[src/blm_pkg.sv]
package blm_pkg;

    localparam int MaxRows = 16;
    localparam int MaxCols = 16;
    localparam int RowIdxW = $clog2(MaxRows);
    localparam int ColIdxW = $clog2(MaxCols);
    localparam int CellAddrW = RowIdxW + ColIdxW;
    localparam int CntW = 5;
    localparam int CfgIdxW = 1;

    localparam logic [1:0] KIND_LOOKUP = 2'd0;
    localparam logic [1:0] KIND_ROW_BP = 2'd1;
    localparam logic [1:0] KIND_COL_BP = 2'd2;
    localparam logic [1:0] KIND_CELL   = 2'd3;

    localparam logic [CfgIdxW-1:0] CFG_ROW_COUNT = 1'd0;
    localparam logic [CfgIdxW-1:0] CFG_COL_COUNT = 1'd1;

    typedef struct packed {
        logic [1:0]  kind;
        logic [15:0] row_coord;
        logic [15:0] col_coord;
        logic [3:0]  row_index;
        logic [3:0]  col_index;
        logic [15:0] axis_data;
        logic signed [15:0] cell_data;
    } t_in_beat;

    typedef struct packed {
        logic signed [15:0] interp_value;
        logic [3:0]  base_row;
        logic [3:0]  base_col;
        logic [15:0] row_frac;
        logic [15:0] col_frac;
    } t_out_beat;

    typedef struct packed {
        logic        start;
        logic [15:0] num;
        logic [15:0] den;
    } t_div_req;

endpackage

[src/blm_div.sv]
// restoring divider, one quotient bit a cycle, q = (num << 16) / den, num < den
module blm_div (
    input  logic              i_clk,
    input  logic              i_rst_n,
    input  blm_pkg::t_div_req i_req,
    output logic              o_done,
    output logic [15:0]       o_quot
);
    logic [16:0] r_rem;
    logic [15:0] r_den;
    logic [15:0] r_quot;
    logic [4:0]  r_cnt;
    logic        r_busy;
    logic [17:0] w_trial;

    assign w_trial = {r_rem, 1'b0} - {2'b00, r_den};

    always_ff @(posedge i_clk) begin
        if (!i_rst_n) begin
            r_busy <= 1'b0;
            o_done <= 1'b0;
        end else begin
            o_done <= 1'b0;
            if (i_req.start) begin
                r_busy <= 1'b1;
                r_cnt  <= 5'd0;
            end else if (r_busy) begin
                r_cnt <= r_cnt + 5'd1;
                if (r_cnt == 5'd15) begin
                    r_busy <= 1'b0;
                    o_done <= 1'b1;
                end
            end
        end
    end

    always_ff @(posedge i_clk) begin
        if (i_req.start) begin
            r_rem  <= {1'b0, i_req.num};
            r_den  <= i_req.den;
            r_quot <= '0;
        end else if (r_busy) begin
            if (!w_trial[17]) begin
                r_rem  <= w_trial[16:0];
                r_quot <= {r_quot[14:0], 1'b1};
            end else begin
                r_rem  <= {r_rem[15:0], 1'b0};
                r_quot <= {r_quot[14:0], 1'b0};
            end
        end
    end

    assign o_quot = r_quot;
endmodule

[config.mk]
export PLATFORM = sky130hd
export DESIGN_NAME = blm_div
export DESIGN_NICKNAME = d
export VERILOG_FILES = /design/src/blm_pkg.sv /design/src/blm_div.sv
export SDC_FILE = /design/constraint.sdc
export NUM_CORES = 1
export LEC_CHECK = 0
export BUFFER_PORTS_ARGS = -buffer_cell sky130_fd_sc_hd__buf_2
export CORE_MARGIN = 2
export CORE_UTILIZATION = 45
export DETAILED_ROUTE_END_ITERATION = 10
export MAX_ROUTING_LAYER = met4
export PLACE_DENSITY_LB_ADDON = 0.3
export SLEW_MARGIN = 20
export SYNTH_ARGS = -nofsm -noshare
export SYNTH_HDL_FRONTEND = slang
export SYNTH_SLANG_ARGS = --single-unit
[constraint.sdc]
create_clock -name i_clk -period 3.6 [get_ports i_clk]
set_input_delay 0.18 -clock i_clk [delete_from_list [all_inputs] [get_ports i_clk]]
set_output_delay 0.18 -clock i_clk [all_outputs]
set_load 0.01 [all_outputs]
**Word-level counts from Yosys, hierarchy flattened**

Index checks and enable logic that the tools add are counted.

- Bitwise gates (word level): 2
- Div/mod/pow operators: 0
- Shift-type cells: 0
- $add $sub $neg: 2
- Equality and inequality tests: 1
- Reduce and logical (&&, ||, !) cells: 3
- Order comparisons: 0
- $mul: 0
- Multiplexer cells: 9

Operator list:

| cell | number |
|---|---|
| $mux W16 | 2 |
| $sub A18 B16 Y18 | 1 |
| $mux W17 | 1 |
| $add A5 B1 Y5 const B | 1 |
| $eq A5 B4 Y1 const B | 1 |
| $mux W1 | 5 |
| $mux W5 | 1 |
| $reduce_or A3 Y1 | 1 |
| $not A1 Y1 | 2 |
| $reduce_and A2 Y1 | 1 |
| $reduce_bool A2 Y1 | 1 |

- Bits of input ports: 35
- Bits in latches: 0
- Memories: 0
- Logic and storage cells: 24
- Output and inout bits: 17
- Register bits after elaboration: 56
- Memory bits (read-only): 0
- Bits in writable memories: 0

**Logic depth before layout (Yosys ltp)**

- Depth in word-level cells: 4
- Gate-level depth with buffers: 11

**Worst setup path after synthesis**

Ideal clock, no wire load.

- Kind: register -> register
- From: reg r_rem[3]
- To: reg r_rem[5], data pin
- Arrival time: 2.154 ns
- Cell stages (with the launch flop): 9
- Clock period less this slack: 2.415 ns
- Slack: 1.185 ns
- Path buffers: 0
- Required time: 3.339 ns
- Path through: edfxtp_1 -> ha_1 -> a21o_1 -> a31oi_2 -> a21oi_2 -> a21bo_4 -> mux2_4 -> nand2_1 -> a311o_1

- Longest elaborated chain between the ends: 4

Ends and longest elaborated chain:

| element | line | RTL |
|---|---|---|
| start, declared | blm_div.sv:9 | `logic [16:0] r_rem;` |
| start signal, assigned | blm_div.sv:39 | `r_rem <= {1'b0, i_req.num};` |
| start signal, assigned | blm_div.sv:44 | `r_rem <= w_trial[16:0];` |
| start signal, assigned | blm_div.sv:47 | `r_rem <= {r_rem[15:0], 1'b0};` |
| $sub A18 B16 Y18 | blm_div.sv:16 | `assign w_trial = {r_rem, 1'b0} - {2'b00, r_den};` |
| $mux W17 | blm_div.sv:43 | `if (!w_trial[17]) begin` |
| $mux W16 | blm_div.sv:42 | `end else if (r_busy) begin` |
| $mux W16 | blm_div.sv:38 | `if (i_req.start) begin` |

Every way passes these cells. The select of a mux whose other input is x is not followed.
A chain may end at the register's enable or synchronous reset.

**Worst setup path after layout**

- From: reg r_rem[0]
- To: reg r_rem[14], data pin

Same word-level chain as after synthesis.

==> metrics.yaml <==
timing:
  fin_tns_setup_ns: 0
  fmax_mhz: 341.1
  worst_pin_slew_ns: 0.4886
  hold_viol_final: 0
  fin_crit_ns: 2.931
  grt_setup_unrepaired: "no"
  maxSlewViolCount: 0
  period_share: 0.8142
  slew_headroom: 0.6718
  finalSetupViolations: 0
  worst_slack_ns: 0.6687
  fin_worst_skew_ns: 0.01119
clock_tree:
  tritoncts: "built"
  cts_made_buffers: 5
  htreeDepth: 2
  post_cts_buffers: 0
  cts_root_buffer: "clkbuf_8"
  clkSlewWorstSetupHoldPaths_ns: 0.11
  ctsHoldBuffers: 0
  cts_resized: 0
  cts_max_path_buffers: 2
  insertion_delay_ns: 0.32
  cts_sinks: 56
power_and_ir_drop:
  p_sw_frac: 0.3989
  p_per_area_nw_per_um2: 694.9
  seqPwrFrac: 0.346
  internal-power_uw: 1540
  power.leakage_uw: 0.001606
  pwr-share-comb: 0.484
  clockPowerShare: 0.170
  ir_drop_uv: 246.3
  p_sw_uw: 1022
hold_path:
  hold_path.class: "input pin to flop"
synth:
  synthTopCellsByCount: "39 x nor2_1, 37 x edfxtp_1, 28 x inv_1"
  syn_avg_cell_area_um2: 9.952
  synthTopCellsByArea: "edfxtp_1 34%, dfxtp_1 12%, ha_1 6.6%, mux2i_1 5.3%, nor2_1 4.5%"
  synth_warnings: 0
  synth_top_area_cell: "edfxtp_1"
  synth_area_um2: 3224
  synth_ff_type: "edfxtp_1"
  ys_seq_elements: 56
  synth_top_area_frac: 0.3446
  synth_edf_count: 37
  seq_area_frac_synth: 0.4626
  syn_nets: 377
  ys_types: 51
  async_reset_ff_frac: 0
  synthCells: 324
  yosysMostFrequentCell: "nor2_1"
floorplanning:
  row_count: 30
  initial_utilization: 0.4694
  die-area_um2: 7858
  die_height_um: 88.65
  core_area_um2: 6869
  ios: 52
  die_w_um: 88.65
grt:
  track_usage: 0.2025
  grt_pass1_vias: 2543
  grt_pass1_wl_mm: 12.10
  antenna_found_initial: 0
  grt_max_degree: 35
  grt_overflow: 0
setup_path:
  start_kind: "flop"
  cp_data_arrival_time_ns: 3.01
  critPathCaptureType: "flop"
  critical_path.max_fanout: 12
  worstSetupPathType: "flop to flop"
  cp.required_ns: 3.68
place:
  place_congestion: 0.9250
  hpwlAfterDp_mm: 5.162
  io_buffers: 51
  pre_cts_ws_ns: 0.7291
  dp_cells: 463
job:
  drv_cap: 0
cells_and_area:
  n_fill_cell: 642
  drive_gt1_frac: 0.2027
  final-instance-count-excl-fill: 471
  layout.nets: 427
  seq_area_um2: 1491
  area_delta_synth_final_pct: 14.32
  antenna_cells: 0
  multi_input_comb_area_um2: 1563
detailed_routing:
  wl_mm: 7.198
  wl_per_cell_um: 15.28
  drtAntennaViolNets: 0
  drt_iter0_drc: 203
  drtPass1Iterations: 4
  vias: 2617
  drc: 0
  viasPerCell: 5.556
run_status:
  status: "finished, final reports clean"
registers in the layout, indices dropped and copies added (netlist names):
name    flops
o_done      1
o_quot     16
r_busy      1
r_cnt       5
r_den      16
r_rem      17
layer usage:
metal / track usage / up-vias / routed length (um)
li1: - / 1281 / -
met1: 0.2728 / 1233 / 3267
met2: 0.3148 / 96 / 3319
met3: 0.03825 / 7 / 527
met4: 0.05234 / 0 / 84
met5: - / - / 0
stage by stage:
stage	utilization	hold WS, ns	cell area, um2	total power, uW
floorplan	-	0.2789	3224	1855
global placement	0.5200	0.3563	3572	2086
detailed placement	0.5200	0.3581	3572	2121
CTS	0.5366	0.02109	3686	2557
global route	0.5366	0.01154	3686	2754
finish	0.5366	0.02565	3686	2561
worst max-delay path: stages, from the launching register on:
cell and delay [ns]:
edfxtp_1 0.44, ha_1 0.29, nor2b_1 0.20, o2111ai_1 0.21
a21oi_2 0.31, a21bo_4 0.21, mux2i_4 0.46, nor2_1 0.23
o311a_1 0.33
path summary, 6_finish.rpt:
path | start | end | slack, ns | cells past startpoint
max | r_rem[0]$_DFFE_PN_ | r_rem[14]$_DFFE_PN_ | 0.67 | 8
max reg2reg | r_rem[0]$_DFFE_PN_ | r_rem[14]$_DFFE_PN_ | 0.67 | 8
min | i_req[12] | r_den[12]$_DFFE_PP_ | 0.03 | 1
min reg2reg | o_quot[0]$_SDFFE_PP0P_ | o_quot[0]$_SDFFE_PP0P_ | 0.50 | 2
power by group through the flow:
stage | logic [uW] | clock network (uW) | registers, uW
final | 1240 | 436 | 885
after floorplan | 974 | 0 | 881
after global placement | 1190 | 0 | 893
after CTS | 1230 | 445 | 885
after global routing | 1390 | 468 | 897
after detailed placement | 1220 | 0 | 899
kinds of logic after synthesis:
group           after synthesis  synth area share
simple gates                101            0.1459
compound gates               78            0.1715
flops                        56            0.4626
buf+inv                      41           0.05277
mux                          20           0.06791
fa+ha+maj                    18           0.07218
xor+xnor                     10           0.02717
cell type report:
| class | count | area share |
|---|---|---|
| inverter | 28 | 0.02851 |
| clock inverter | 3 | 0.01222 |
| sequential | 56 | 0.4046 |
| tap | 96 | 0.03259 |
| timing repair buffer | 56 | 0.07943 |
| clock buffer | 5 | 0.01867 |
| multi-input combinational | 227 | 0.4240 |
cell usage in the layout (no fill, tap or decap), types with 6 or more instances in the layout:
cell type,instances
a21o_1,6
a21oi_1,14
a31oi_1,6
and3_1,7
buf_2,51
dfxtp_1,19
edfxtp_1,37
ha_1,17
inv_1,28
mux2i_1,17
nand2_1,17
nand3_1,14
nor2_1,39
o21ai_0,15
xnor2_1,8
(Power assumes the default switching activity.)
