<file path="config.mk">
export PLATFORM = sky130hd
export DESIGN_NAME = blm_blend
export DESIGN_NICKNAME = d
export VERILOG_FILES = /design/src/blm_blend.sv
export SDC_FILE = /design/constraint.sdc
export NUM_CORES = 1
export LEC_CHECK = 0
export ABC_AREA = 1
export ABC_CLOCK_PERIOD_IN_PS = 21400
export BUFFER_PORTS_ARGS = -buffer_cell sky130_fd_sc_hd__buf_2
export CORE_ASPECT_RATIO = 0.7
export CORE_MARGIN = 2
export CORE_UTILIZATION = 30
export CTS_CLUSTER_DIAMETER = 100
export DETAILED_ROUTE_END_ITERATION = 8
export GPL_TIMING_DRIVEN = 0
export PLACE_DENSITY = 0.54
export SYNTH_ARGS = -nofsm -noshare
export SYNTH_HDL_FRONTEND = slang
export SYNTH_SLANG_ARGS = --single-unit
</file>
<file path="constraint.sdc">
create_clock -name i_clk -period 21.4 [get_ports i_clk]
set_input_delay 4.28 -clock i_clk [delete_from_list [all_inputs] [get_ports i_clk]]
set_output_delay 4.28 -clock i_clk [all_outputs]
set_load 0.01 [all_outputs]
</file>
<file path="src/blm_blend.sv">
// blend: products registered, then the rounded sum registered
module blm_blend (
    input  logic               i_clk,
    input  logic signed [15:0] i_a,
    input  logic signed [15:0] i_b,
    input  logic [16:0]        i_w,
    output logic signed [15:0] o_res
);
    logic signed [33:0] r_pa;
    logic signed [33:0] r_pb;
    logic signed [34:0] w_sum;
    logic [16:0]        w_wc;

    assign w_wc  = 17'd65536 - i_w;
    assign w_sum = 35'(r_pa) + 35'(r_pb) + 35'sd32768;

    always_ff @(posedge i_clk) begin
        r_pa  <= i_a * $signed({1'b0, w_wc});
        r_pb  <= i_b * $signed({1'b0, i_w});
        o_res <= w_sum[31:16];
    end
endmodule

</file>
Word-level counts from Yosys, hierarchy flattened
Index checks and enable logic that the tools add are counted.
{"block": "op_classes", "n_addsub": 3, "multipliers": 2, "n_div": 0, "order_cmp": 0, "eq_ne": 0, "shifts": 0, "muxes": 0, "bitwise_logic": 0, "n_reduce_logical": 0}
{"cell": "multiplier 16 x 18 -> 32 bit", "n": 2}
{"cell": "adder 32 x 17 -> 32 bit, second input constant", "n": 1}
{"cell": "adder 32 bit", "n": 1}
{"cell": "subtractor 17 bit, first input constant", "n": 1}
{"block": "totals", "regBits": 80, "latch_bits": 0, "mem_bits_rw": 0, "romBits": 0, "out_inout_bits": 16, "memories": 0}

Depth between registers and ports, before layout
Gate-level depths: netlist of run 1.
{"block": "logic_depth", "depth_word": 2, "depth_mapped": 35}

Worst setup path after synthesis of run 1
No wires, ideal clock.
{"block": "synth_timing", "path_kind": "input to register", "from": "input port i_w[1]", "to": "register r_pa[29]", "setup_ns": 0.113, "arrival_time_ns": 9.814, "t_required_ns": 21.287, "setup_slack_ns": 11.474, "stages": 28, "path_buffers": 2, "cell_sequence": "buf_6 > clkbuf_1 > inv_1 > ha_1 > nand3_4 > nor2_4 > nand2_1 > o21ai_0 > nand2_2 > inv_1 > nand2_1 > fa_1 > fa_1 > fa_1 > inv_1 > fa_1 > fa_1 > inv_1 > fa_1 > inv_1 > ha_1 > nand2_1 > nor2_1 > nand3_1 > nand3_1 > nand2_1 > nand4_1 > nand2_1"}
{"block": "synth_via", "elab_chain_len": 2}
{"element": "from (decl)", "line_no": "6", "source": "input logic [16:0] i_w,"}
{"element": "subtractor 17 bit", "line_no": "14", "source": "assign w_wc = 17'd65536 - i_w;"}
{"element": "multiplier 16 x 18 -> 32 bit", "line_no": "18", "source": "r_pa <= i_a * $signed({1'b0, w_wc});"}
{"element": "to (signal assigned)", "line_no": "18"}
{"element": "to (decl)", "line_no": "9", "source": "logic signed [33:0] r_pa;"}
No other way between the ends.

Worst setup path in the final report of run 1
{"block": "layout_timing", "from": "input port i_w[1]", "to": "register r_pa[27]"}
The elaborated chain is that of the path after synthesis.

==> impl_metrics.tcl, run 1 <==
set metrics [dict create \
    place.gp.congestion 0.953 \
    post-cts-setup-buffers 0 \
    ys_ff_latch 80 \
    antenna_cells 0 \
    root_buffer "clkbuf_16" \
    wire_per_inst_um 17.4 \
    post_synth_xor_area_fraction_pct 1.71 \
    antenna_found_initial 2 \
    critPathBufInv 9 \
    period_needed_ns 11.29 \
    clk_path_buf_depth 2 \
    syn-num-nets 3977 \
    hold_viol 0 \
    row_count 85 \
    grt-ovfl-total 0 \
    ys_warn_count 0 \
    gr-usage-all-layers_pct 18.9 \
    cp_top_family "adder cells" \
    syn2layout_area_growth_pct 7.42 \
    max_clock_freq_ghz 0.0886 \
    hold_path.class "reg -> reg" \
    core_sq_mm 0.0773 \
    ctsHoldBuffers 0 \
    slew_headroom_pct 16.7 \
    cts_sinks 80 \
    grt_max_degree 16 \
    chipWidth_um 339 \
    cts-htree-levels 3 \
    cp_slowest_cell "clkbuf_1" \
    wirelength_um 75100 \
    avgViaCountPerCell 4.60 \
    setup_viol 0 \
    dpl_cell_area_sq_mm 0.0251 \
    design.die.area_sq_mm 0.0809 \
    drive_gt1_share_pct 2.81 \
    avgSynthCellArea_sq_um 7.31 \
    final_core_util_pct 32.8 \
    synth_cell_types 41 \
    dp.final_hpwl_um 65500 \
    drtPass1Iterations 6 \
    synth_simple_gate_area_share_pct 21.9 \
    setup_tns_ns 0 \
    synth_top_family_by_area "adder cells" \
    netlist_area_sq_mm 0.0236 \
    crit_path_start_kind "primary input" \
    register_area_sq_mm 0.00160 \
    path_class "in -> reg" \
    cts_made_buffers 9 \
    design_area_sq_mm 0.0253 \
    drc 0 \
    clkSlewWorstSetupHoldPaths_ns 0.07 \
    fin_skew_ns 0.00864 \
    drv_slew 0 \
    fillers 8536 \
    required_ns 21.65 \
    start_util_pct 30.5 \
    nets 4019 \
    cap_violations 0 \
    clk_latency_ns 0.36 \
    netlist_instances 3225 \
    ioPinCount 66 \
    dieHeight_um 239 \
    cts_resized 0 \
    multi_input_area_sq_mm 0.0184 \
    port_buffers 31 \
    rrSetupSlack_ns 19.04 \
    grt_pass1_vias 19300 \
    synth-compound-area-share_pct 3.72 \
    dr_total_vias 19900 \
    crit_arrival_ns 11.54 \
    crit_path_end_kind "register" \
    cts_tree "yes" \
    worst_pin_slew_ns 1.25 \
    yosysSeqAreaShare_pct 6.79 \
    crit_fanout 10 \
    ant_nets 0 \
    rsz0062_at_grt "no" \
    synthAdderAreaFrac_pct 50.5 \
    muxShareOfSynthArea_pct 0 \
    drt_iter0_drc 1936 \
    status "finished, final reports clean" \
    max_stage_delay_ns 0.73 \
    grt_pass1_wl_um 116000 \
    finalCritPeriodShare_pct 52.7 \
]
flip-flops by register name, summed over array words and instances, names as in the netlist:
name / cells
o_res: 16
r_pa: 32
r_pb: 32
cells in the mapped netlist:
master    count  share of area [%]
or2_4         1              0.037
a21o_1        2              0.064
nor2_4        2              0.095
nor2_8        1              0.085
nand3_2       1              0.042
nor3_1       16               0.34
buf_6         2              0.095
nor3_4        1              0.069
buf_1         8               0.13
nand3b_1      5               0.16
nand4_4       1              0.090
clkbuf_1     68                1.1
nand4_1      34               0.90
nor3b_1       1              0.032
buf_2        13               0.28
inv_6         1              0.037
ha_1        286                 15
xor2_4        1               0.12
o21ai_0      53                1.1
fa_1        416                 35
a21boi_0      1              0.032
o21ai_2       1              0.037
nand2_1     847                 13
and2_1        3              0.080
inv_2         8               0.13
nand2b_1      1              0.027
o21bai_1     14               0.45
nand3_1      90                1.9
nand2_4       2              0.095
nor4_1        2              0.053
xor2_1       29                1.1
o21ai_1       2              0.042
xnor2_1      14               0.52
clkinv_1      1              0.016
dfxtp_1      80                6.8
nand3_4       1              0.074
inv_1       852                 14
buf_4         1              0.032
nor2_1      262                4.2
nand2_2       8               0.21
a21oi_1      93                2.0
cell families (layout without fill, tap and decap cells):
group,Yosys count,after routing
AND/OR/NAND/NOR,1279,1279
buffers and inverters,954,1001
adder cells (fa/ha/maj),702,702
AO/OA/AOI/OAI,166,166
flip-flops,80,80
XOR/XNOR,44,44
final cells by class:
type | instances | area share (%)
buffer | 92 | 1.50
clock buffer | 10 | 0.904
clock inverter | 6 | 0.207
inverter | 862 | 12.8
multi-input combinational | 2191 | 72.5
sequential | 80 | 6.32
tap | 1044 | 5.16
timing repair buffer | 31 | 0.612
stage by stage:
stage          worst slack (ns)  hold WS [ns]  instances
3_3_place_gp               9.27         0.800       4300
2_1_floorplan             11.47         0.629       3225
5_1_grt                    9.76         0.903       4316
4_1_cts                   10.21         0.821       4316
6_report                  10.11         0.819       4316
3_5_place_dp               9.84         0.812       4300
cell usage in the layout, fill, tap and decap left out, drive strengths merged:
master    Yosys  routed
inv         861     864
nand2       857     857
fa          416     416
ha          286     286
nor2        265     265
a21oi        93      93
nand3        92      92
dfxtp        80      80
clkbuf       68      78
o21ai        56      56
buf          24      55
nand4        35      35
xor2         30      30
nor3         17      17
o21bai       14      14
xnor2        14      14
nand3b        5       5
and2          3       3
a21o          2       2
nor4          2       2
clkinvlp      0       2
clkinv        1       2
or2           1       1
nor3b         1       1
a21boi        1       1
nand2b        1       1
worst paths after layout:
kind / start / cells past startpoint / end
max: i_w[1] / 28 / r_pa[27]
min: r_pb[31] / 4 / o_res[15]
max reg2reg: r_pa[19] / 10 / o_res[12]
min reg2reg: r_pb[31] / 4 / o_res[15]
tightest hold or removal path, delay by kind of cell, from the launching register on:
kind / cells / cell delay (ns)
xor+xnor: 2 / 0.31
flops: 1 / 0.32
simple gates: 2 / 0.14
routing by layer:
layer  GRT usage, %  vias to the layer above  part of all wire, %
met1           30.5                     9539                   52
li1               -                     9512                    -
met4           2.15                        2                 0.83
met5              0                        -                0.017
met2           25.3                      772                   37
met3           4.70                       42                   10
Power of run 1 is not shown: default switching activity piles up to over one toggle a cycle in this logic, so the estimate is an artifact.
==> run 2: changes to the inputs <==
--- a/config.mk
+++ b/config.mk
@@ -5,8 +5,8 @@
 export SDC_FILE = /design/constraint.sdc
 export NUM_CORES = 1
 export LEC_CHECK = 0
-export ABC_AREA = 1
-export ABC_CLOCK_PERIOD_IN_PS = 21400
+export ABC_AREA = 0
+export ABC_CLOCK_PERIOD_IN_PS = 11400
 export BUFFER_PORTS_ARGS = -buffer_cell sky130_fd_sc_hd__buf_2
 export CORE_ASPECT_RATIO = 0.7
 export CORE_MARGIN = 2
==> constraint.sdc (replaced) <==
create_clock -name i_clk -period 11.4 [get_ports i_clk]
set_input_delay 2.28 -clock i_clk [delete_from_list [all_inputs] [get_ports i_clk]]
set_output_delay 2.28 -clock i_clk [all_outputs]
set_load 0.01 [all_outputs]
==> impl_metrics.tcl, run 2 <==
set metrics [dict create \
    fin_skew_ns 0.00841 \
    ys_ff_latch 80 \
    setup_viol 0 \
    cp_slowest_cell "clkbuf_1" \
    max_clock_freq_ghz 0.0914 \
    crit_path_start_kind "primary input" \
    synth_most_common_cell "inv_1" \
    yosys-top-cells-count "inv_1 (534), fa_1 (416), nand2_1 (293)" \
    core_sq_mm 0.0713 \
    post_synth_xor_area_fraction_pct 3.58 \
    final_cells 3434 \
    mostFrequentLayoutCells "inv_1 (534), fa_1 (416), nand2_1 (293)" \
    worst_pin_slew_ns 1.24 \
    design_area_sq_mm 0.0234 \
    synth-compound-area-share_pct 6.38 \
    synthAdderAreaFrac_pct 55.2 \
    reg2reg_depth 9 \
    dieHeight_um 228 \
    synth.area.top_cells "fa_1 (39%), ha_1 (17%), inv_1 (9.3%)" \
    top_regs "r_pa (32), r_pb (32), o_res (16)" \
    synth_edf_count 0 \
    grt-ovfl-total 0 \
    cts_sinks 80 \
    drv_slew 0 \
    cp_top_family "adder cells" \
    drtPass1Iterations 5 \
    netlist_area_sq_mm 0.0216 \
    nets 3215 \
    ys_warn_count 0 \
    synth_top_area_share_pct 38.6 \
    path_class "in -> reg" \
    holdPathStages 3 \
    ioPinCount 66 \
    place.gp.congestion 0.888 \
    port_buffers 47 \
    design.die.area_sq_mm 0.0740 \
    rrSetupSlack_ns 7.80 \
    row_count 82 \
    crit_path_end_kind "register" \
    dp.final_hpwl_um 51400 \
    clk_latency_ns 0.36 \
    dpl_cell_area_sq_mm 0.0230 \
    cts_tree "yes" \
    synth_top_family_by_area "adder cells" \
    grt_max_degree 14 \
    worstReg2RegStart "r_pa[16]" \
    wirelength_um 60500 \
    startpoint "i_w[1]" \
    netlist_instances 2405 \
    ctsHoldBuffers 0 \
    finalCritPeriodShare_pct 96.0 \
    pre_cts_slack_ns -0.144 \
    synth.largest_area_cell "fa_1" \
    chipWidth_um 324 \
    dr_total_vias 15500 \
    cap_violations 0 \
    clk_path_buf_depth 2 \
    synth_async_sr_flop_share_pct 0 \
    synth_simple_gate_area_share_pct 16.3 \
    antenna_found_initial 11 \
    max_stage_delay_ns 0.65 \
    rsz0062_at_grt "no" \
    avgViaCountPerCell 4.51 \
    hp-start "r_pb[31]" \
    place_inst 3418 \
    final_common_cell "inv_1" \
    slew_headroom_pct 15.9 \
    drive_gt1_share_pct 3.45 \
    r2r-end "o_res[13]" \
    critPathMostFrequentCell "fa_1" \
    start_util_pct 30.2 \
    holdPathEnd "o_res[15]" \
    root_buffer "clkbuf_16" \
    crit_arrival_ns 11.19 \
    cts-htree-levels 3 \
    ys.flop_type "dfxtp_1" \
    yosysSeqAreaShare_pct 7.43 \
    setup_ws_ns 0.457 \
    avgSynthCellArea_sq_um 8.96 \
    drt_iter0_drc 1035 \
    required_ns 11.65 \
    syn-num-nets 3157 \
    crit_fanout 10 \
    muxShareOfSynthArea_pct 0 \
    wire_per_inst_um 17.6 \
    status "finished, final reports clean" \
    gr-usage-all-layers_pct 16.8 \
    cts_made_buffers 9 \
    hold_viol 0 \
    period_needed_ns 10.94 \
    ant_nets 0 \
    synth_cell_types 67 \
    hold_path.class "reg -> reg" \
    drc 0 \
    syn2layout_area_growth_pct 8.34 \
    grt_pass1_wl_um 95500 \
    critPathBufInv 7 \
    clkSlewWorstSetupHoldPaths_ns 0.06 \
    fillers 7565 \
    grt_pass1_vias 16000 \
]
run 2: changes by cell type in the layout (fill, tap and decap cells not counted), sizes merged, moves of 22 or more:
cell    before  now
and2         3  239
nand2      857  293
nand2b       1   25
xnor2       14   63
a21oi       93   57
clkbuf      78  100
nand4       35   10
nor2       265   62
inv        864  535
a21o         2   31
o21ai       56   31
nand3       92   14
run 2: what timing repair did:
action | 4_1_cts | 5_1_grt
setup endpoints to repair | 0 | 3
buffers inserted | 0 | 0
resized for setup | 0 | 4
run 2: cell families after synthesis:
kind of cell / after synthesis
simple gates: 705
xor+xnor: 86
buf+inv: 630
compound gates: 202
flops: 80
fa+ha+maj: 702
run 2: worst max-delay path by stage:
stage | to | slack, ns | cells past startpoint
after floorplan | r_pa[30] | 2.51 | 26
after CTS | r_pa[30] | 0.21 | 27
after global placement | r_pa[30] | -0.09 | 27
after global routing | r_pa[30] | 0.07 | 27
after detailed placement | r_pa[30] | -0.14 | 27
final | r_pa[30] | 0.46 | 27
run 2: routing by layer:
layer  vias to the layer above  GRT usage, %  part of all wire, %
li1                       7428             -                    -
met1                      7610          27.0                   53
met2                       414          22.9                   38
met3                        40          4.28                  8.4
met4                         8          1.54                 0.77
met5                         -             0                0.060
run 2: area by class of cell:
type                            instances  area (sq um)  share of cell area, %
Inverter                              534          2000                   8.58
Clock buffer                           11           243                   1.04
Tap cell                              966          1210                   5.18
Timing Repair Buffer                   47           235                   1.01
Sequential cell                        80          1600                   6.86
Buffer                                 96           373                   1.60
Clock inverter                          4          77.6                  0.332
Antenna cell                            1          2.50                 0.0107
Multi-Input combinational cell       1695         17600                   75.4
run 2: worst reg2reg max path, cell delays in order (launching register included):
cell	delay [ns]
dfxtp_1	0.30
ha_1	0.38
ha_1	0.39
a21o_1	0.19
or2_2	0.28
o31ai_2	0.84
o211ai_2	0.29
a31oi_2	0.39
nor2_1	0.08
o41a_1	0.34
run 2: metrics by stage:
| stage | utilization (%) | hold WS (ns) | setup TNS [ns] |
|---|---|---|---|
| 6_report | 32.7 | 0.732 | 0 |
| 5_1_grt | 32.7 | 0.776 | 0 |
| 4_1_cts | 32.7 | 0.716 | 0 |
| 3_5_place_dp | 32.3 | 0.698 | -0.146 |
| 3_3_place_gp | 32.3 | 0.701 | -0.0921 |
| 2_1_floorplan | - | 0.633 | 0 |
Power of run 2 is left out for the same reason.
==> run 3: changes to the inputs <==
--- a/config.mk
+++ b/config.mk
@@ -5,16 +5,16 @@
 export SDC_FILE = /design/constraint.sdc
 export NUM_CORES = 1
 export LEC_CHECK = 0
-export ABC_AREA = 0
+export ABC_AREA = 1
 export ABC_CLOCK_PERIOD_IN_PS = 11400
 export BUFFER_PORTS_ARGS = -buffer_cell sky130_fd_sc_hd__buf_2
 export CORE_ASPECT_RATIO = 0.7
-export CORE_MARGIN = 2
 export CORE_UTILIZATION = 30
 export CTS_CLUSTER_DIAMETER = 100
 export DETAILED_ROUTE_END_ITERATION = 8
 export GPL_TIMING_DRIVEN = 0
 export PLACE_DENSITY = 0.54
+export SETUP_SLACK_MARGIN = 0.3
 export SYNTH_ARGS = -nofsm -noshare
 export SYNTH_HDL_FRONTEND = slang
 export SYNTH_SLANG_ARGS = --single-unit
==> impl_metrics.tcl, run 3 (synthesis results as in run 1) <==
set metrics [dict create \
    status "finished, final reports clean" \
    final_common_cell "inv_1" \
    cp_top_family "adder cells" \
    grt-ovfl-total 0 \
    worst_pin_slew_ns 1.19 \
    mostFrequentLayoutCells "inv_1 (852), nand2_1 (847), fa_1 (416)" \
    wire_per_inst_um 17.3 \
    hp-start "r_pb[31]" \
    drt_iter0_drc 1928 \
    gr-usage-all-layers_pct 19.3 \
    chipWidth_um 337 \
    max_clock_freq_ghz 0.107 \
    place.gp.congestion 0.959 \
    cp_slowest_cell "clkbuf_1" \
    dieHeight_um 237 \
    crit_arrival_ns 9.62 \
    ctsHoldBuffers 0 \
    holdPathStages 4 \
    ioPinCount 66 \
    critPathBufInv 9 \
    antenna_found_initial 4 \
    setup_ws_ns 2.08 \
    crit_fanout 10 \
    wirelength_um 74900 \
    grt_max_degree 16 \
    required_ns 11.70 \
    grt_pass1_vias 19400 \
    place_inst 4300 \
    r2r-end "o_res[12]" \
    cts_tree "yes" \
    post-cts-setup-buffers 0 \
    row_count 85 \
    drc 0 \
    startpoint "i_w[1]" \
    cts_made_buffers 9 \
    final_core_util_pct 32.8 \
    hold_path.class "reg -> reg" \
    start_util_pct 30.5 \
    fin_skew_ns 0.0112 \
    nets 4019 \
    core_sq_mm 0.0773 \
    finalCritPeriodShare_pct 81.8 \
    rrSetupSlack_ns 9.06 \
    avgViaCountPerCell 4.58 \
    max_stage_delay_ns 0.75 \
    clk_latency_ns 0.36 \
    period_needed_ns 9.32 \
    holdPathEnd "o_res[15]" \
    port_buffers 31 \
    dr_total_vias 19800 \
    worstReg2RegStart "r_pa[23]" \
    syn2layout_area_growth_pct 7.56 \
    clkSlewWorstSetupHoldPaths_ns 0.07 \
    final_cells 4316 \
    cap_violations 0 \
    cts_sinks 80 \
    cts-htree-levels 3 \
    top_regs "r_pa (32), r_pb (32), o_res (16)" \
    pre_cts_slack_ns 1.78 \
    clk_path_buf_depth 2 \
    drive_gt1_share_pct 2.84 \
    rsz0062_at_grt "no" \
    hold_viol 0 \
    reg2reg_depth 10 \
    root_buffer "clkbuf_16" \
    grt_pass1_wl_um 117000 \
    drtPass1Iterations 6 \
    crit_path_end_kind "register" \
    ant_nets 0 \
    fillers 8442 \
    setup_tns_ns 0 \
    cts_resized 0 \
    path_class "in -> reg" \
    crit_path_start_kind "primary input" \
    dp.final_hpwl_um 65300 \
    setup_viol 0 \
    antenna_cells 0 \
    drv_slew 0 \
    design.die.area_sq_mm 0.0798 \
    slew_headroom_pct 20.6 \
]
[run 3: changes by cell type in the layout (fill, tap and decap cells not counted), moves of 37 or more]
cell	delta
inv_1	+318
and2_1	-236
xnor2_1	-45
nand2_1	+554
nand3_1	+77
a21oi_1	+37
nor2_1	+201
[run 3: stage by stage]
stage / instance area, sq um / hold slack [ns]
2_1_floorplan: 23600 / 0.629
3_3_place_gp: 25000 / 0.809
3_5_place_dp: 25100 / 0.822
4_1_cts: 25400 / 0.821
5_1_grt: 25400 / 0.884
6_report: 25400 / 0.812
[run 3: how the worst max path moves through the flow]
stage,to,slack (ns),depth (start not counted)
6_report,r_pa[27],2.08,29
5_1_grt,r_pa[27],1.77,28
4_1_cts,r_pa[27],2.13,28
3_5_place_dp,r_pa[27],1.78,28
3_3_place_gp,r_pa[27],1.19,23
2_1_floorplan,r_pa[29],3.47,28
[run 3: area by class of cell]
type	instances	area, sq um	share of cell area, %
clock buffer	10	239	0.942
tap	1044	1310	5.15
multi-input combinational	2191	18400	72.4
timing repair buffer	31	155	0.612
clock inverter	6	75.1	0.296
buffer	92	380	1.50
inverter	862	3240	12.8
sequential	80	1600	6.31
[run 3: per-layer routing]
metal | up-vias | wire [um] | share of wire, % | track usage (%)
met2 | 797 | 27700 | 37 | 25.4
met5 | - | 23 | 0.031 | 0
li1 | 9507 | - | - | -
met4 | 4 | 843 | 1.1 | 2.48
met1 | 9390 | 38500 | 51 | 31.3
met3 | 55 | 7820 | 10 | 4.87
[run 3: tightest hold or removal path, stage by stage, from the launching register on]
cell,delay (ns)
dfxtp_1,0.32
xnor2_1,0.08
xor2_1,0.23
nand2_1,0.10
nand2_1,0.04
Power of run 3 is left out for the same reason.
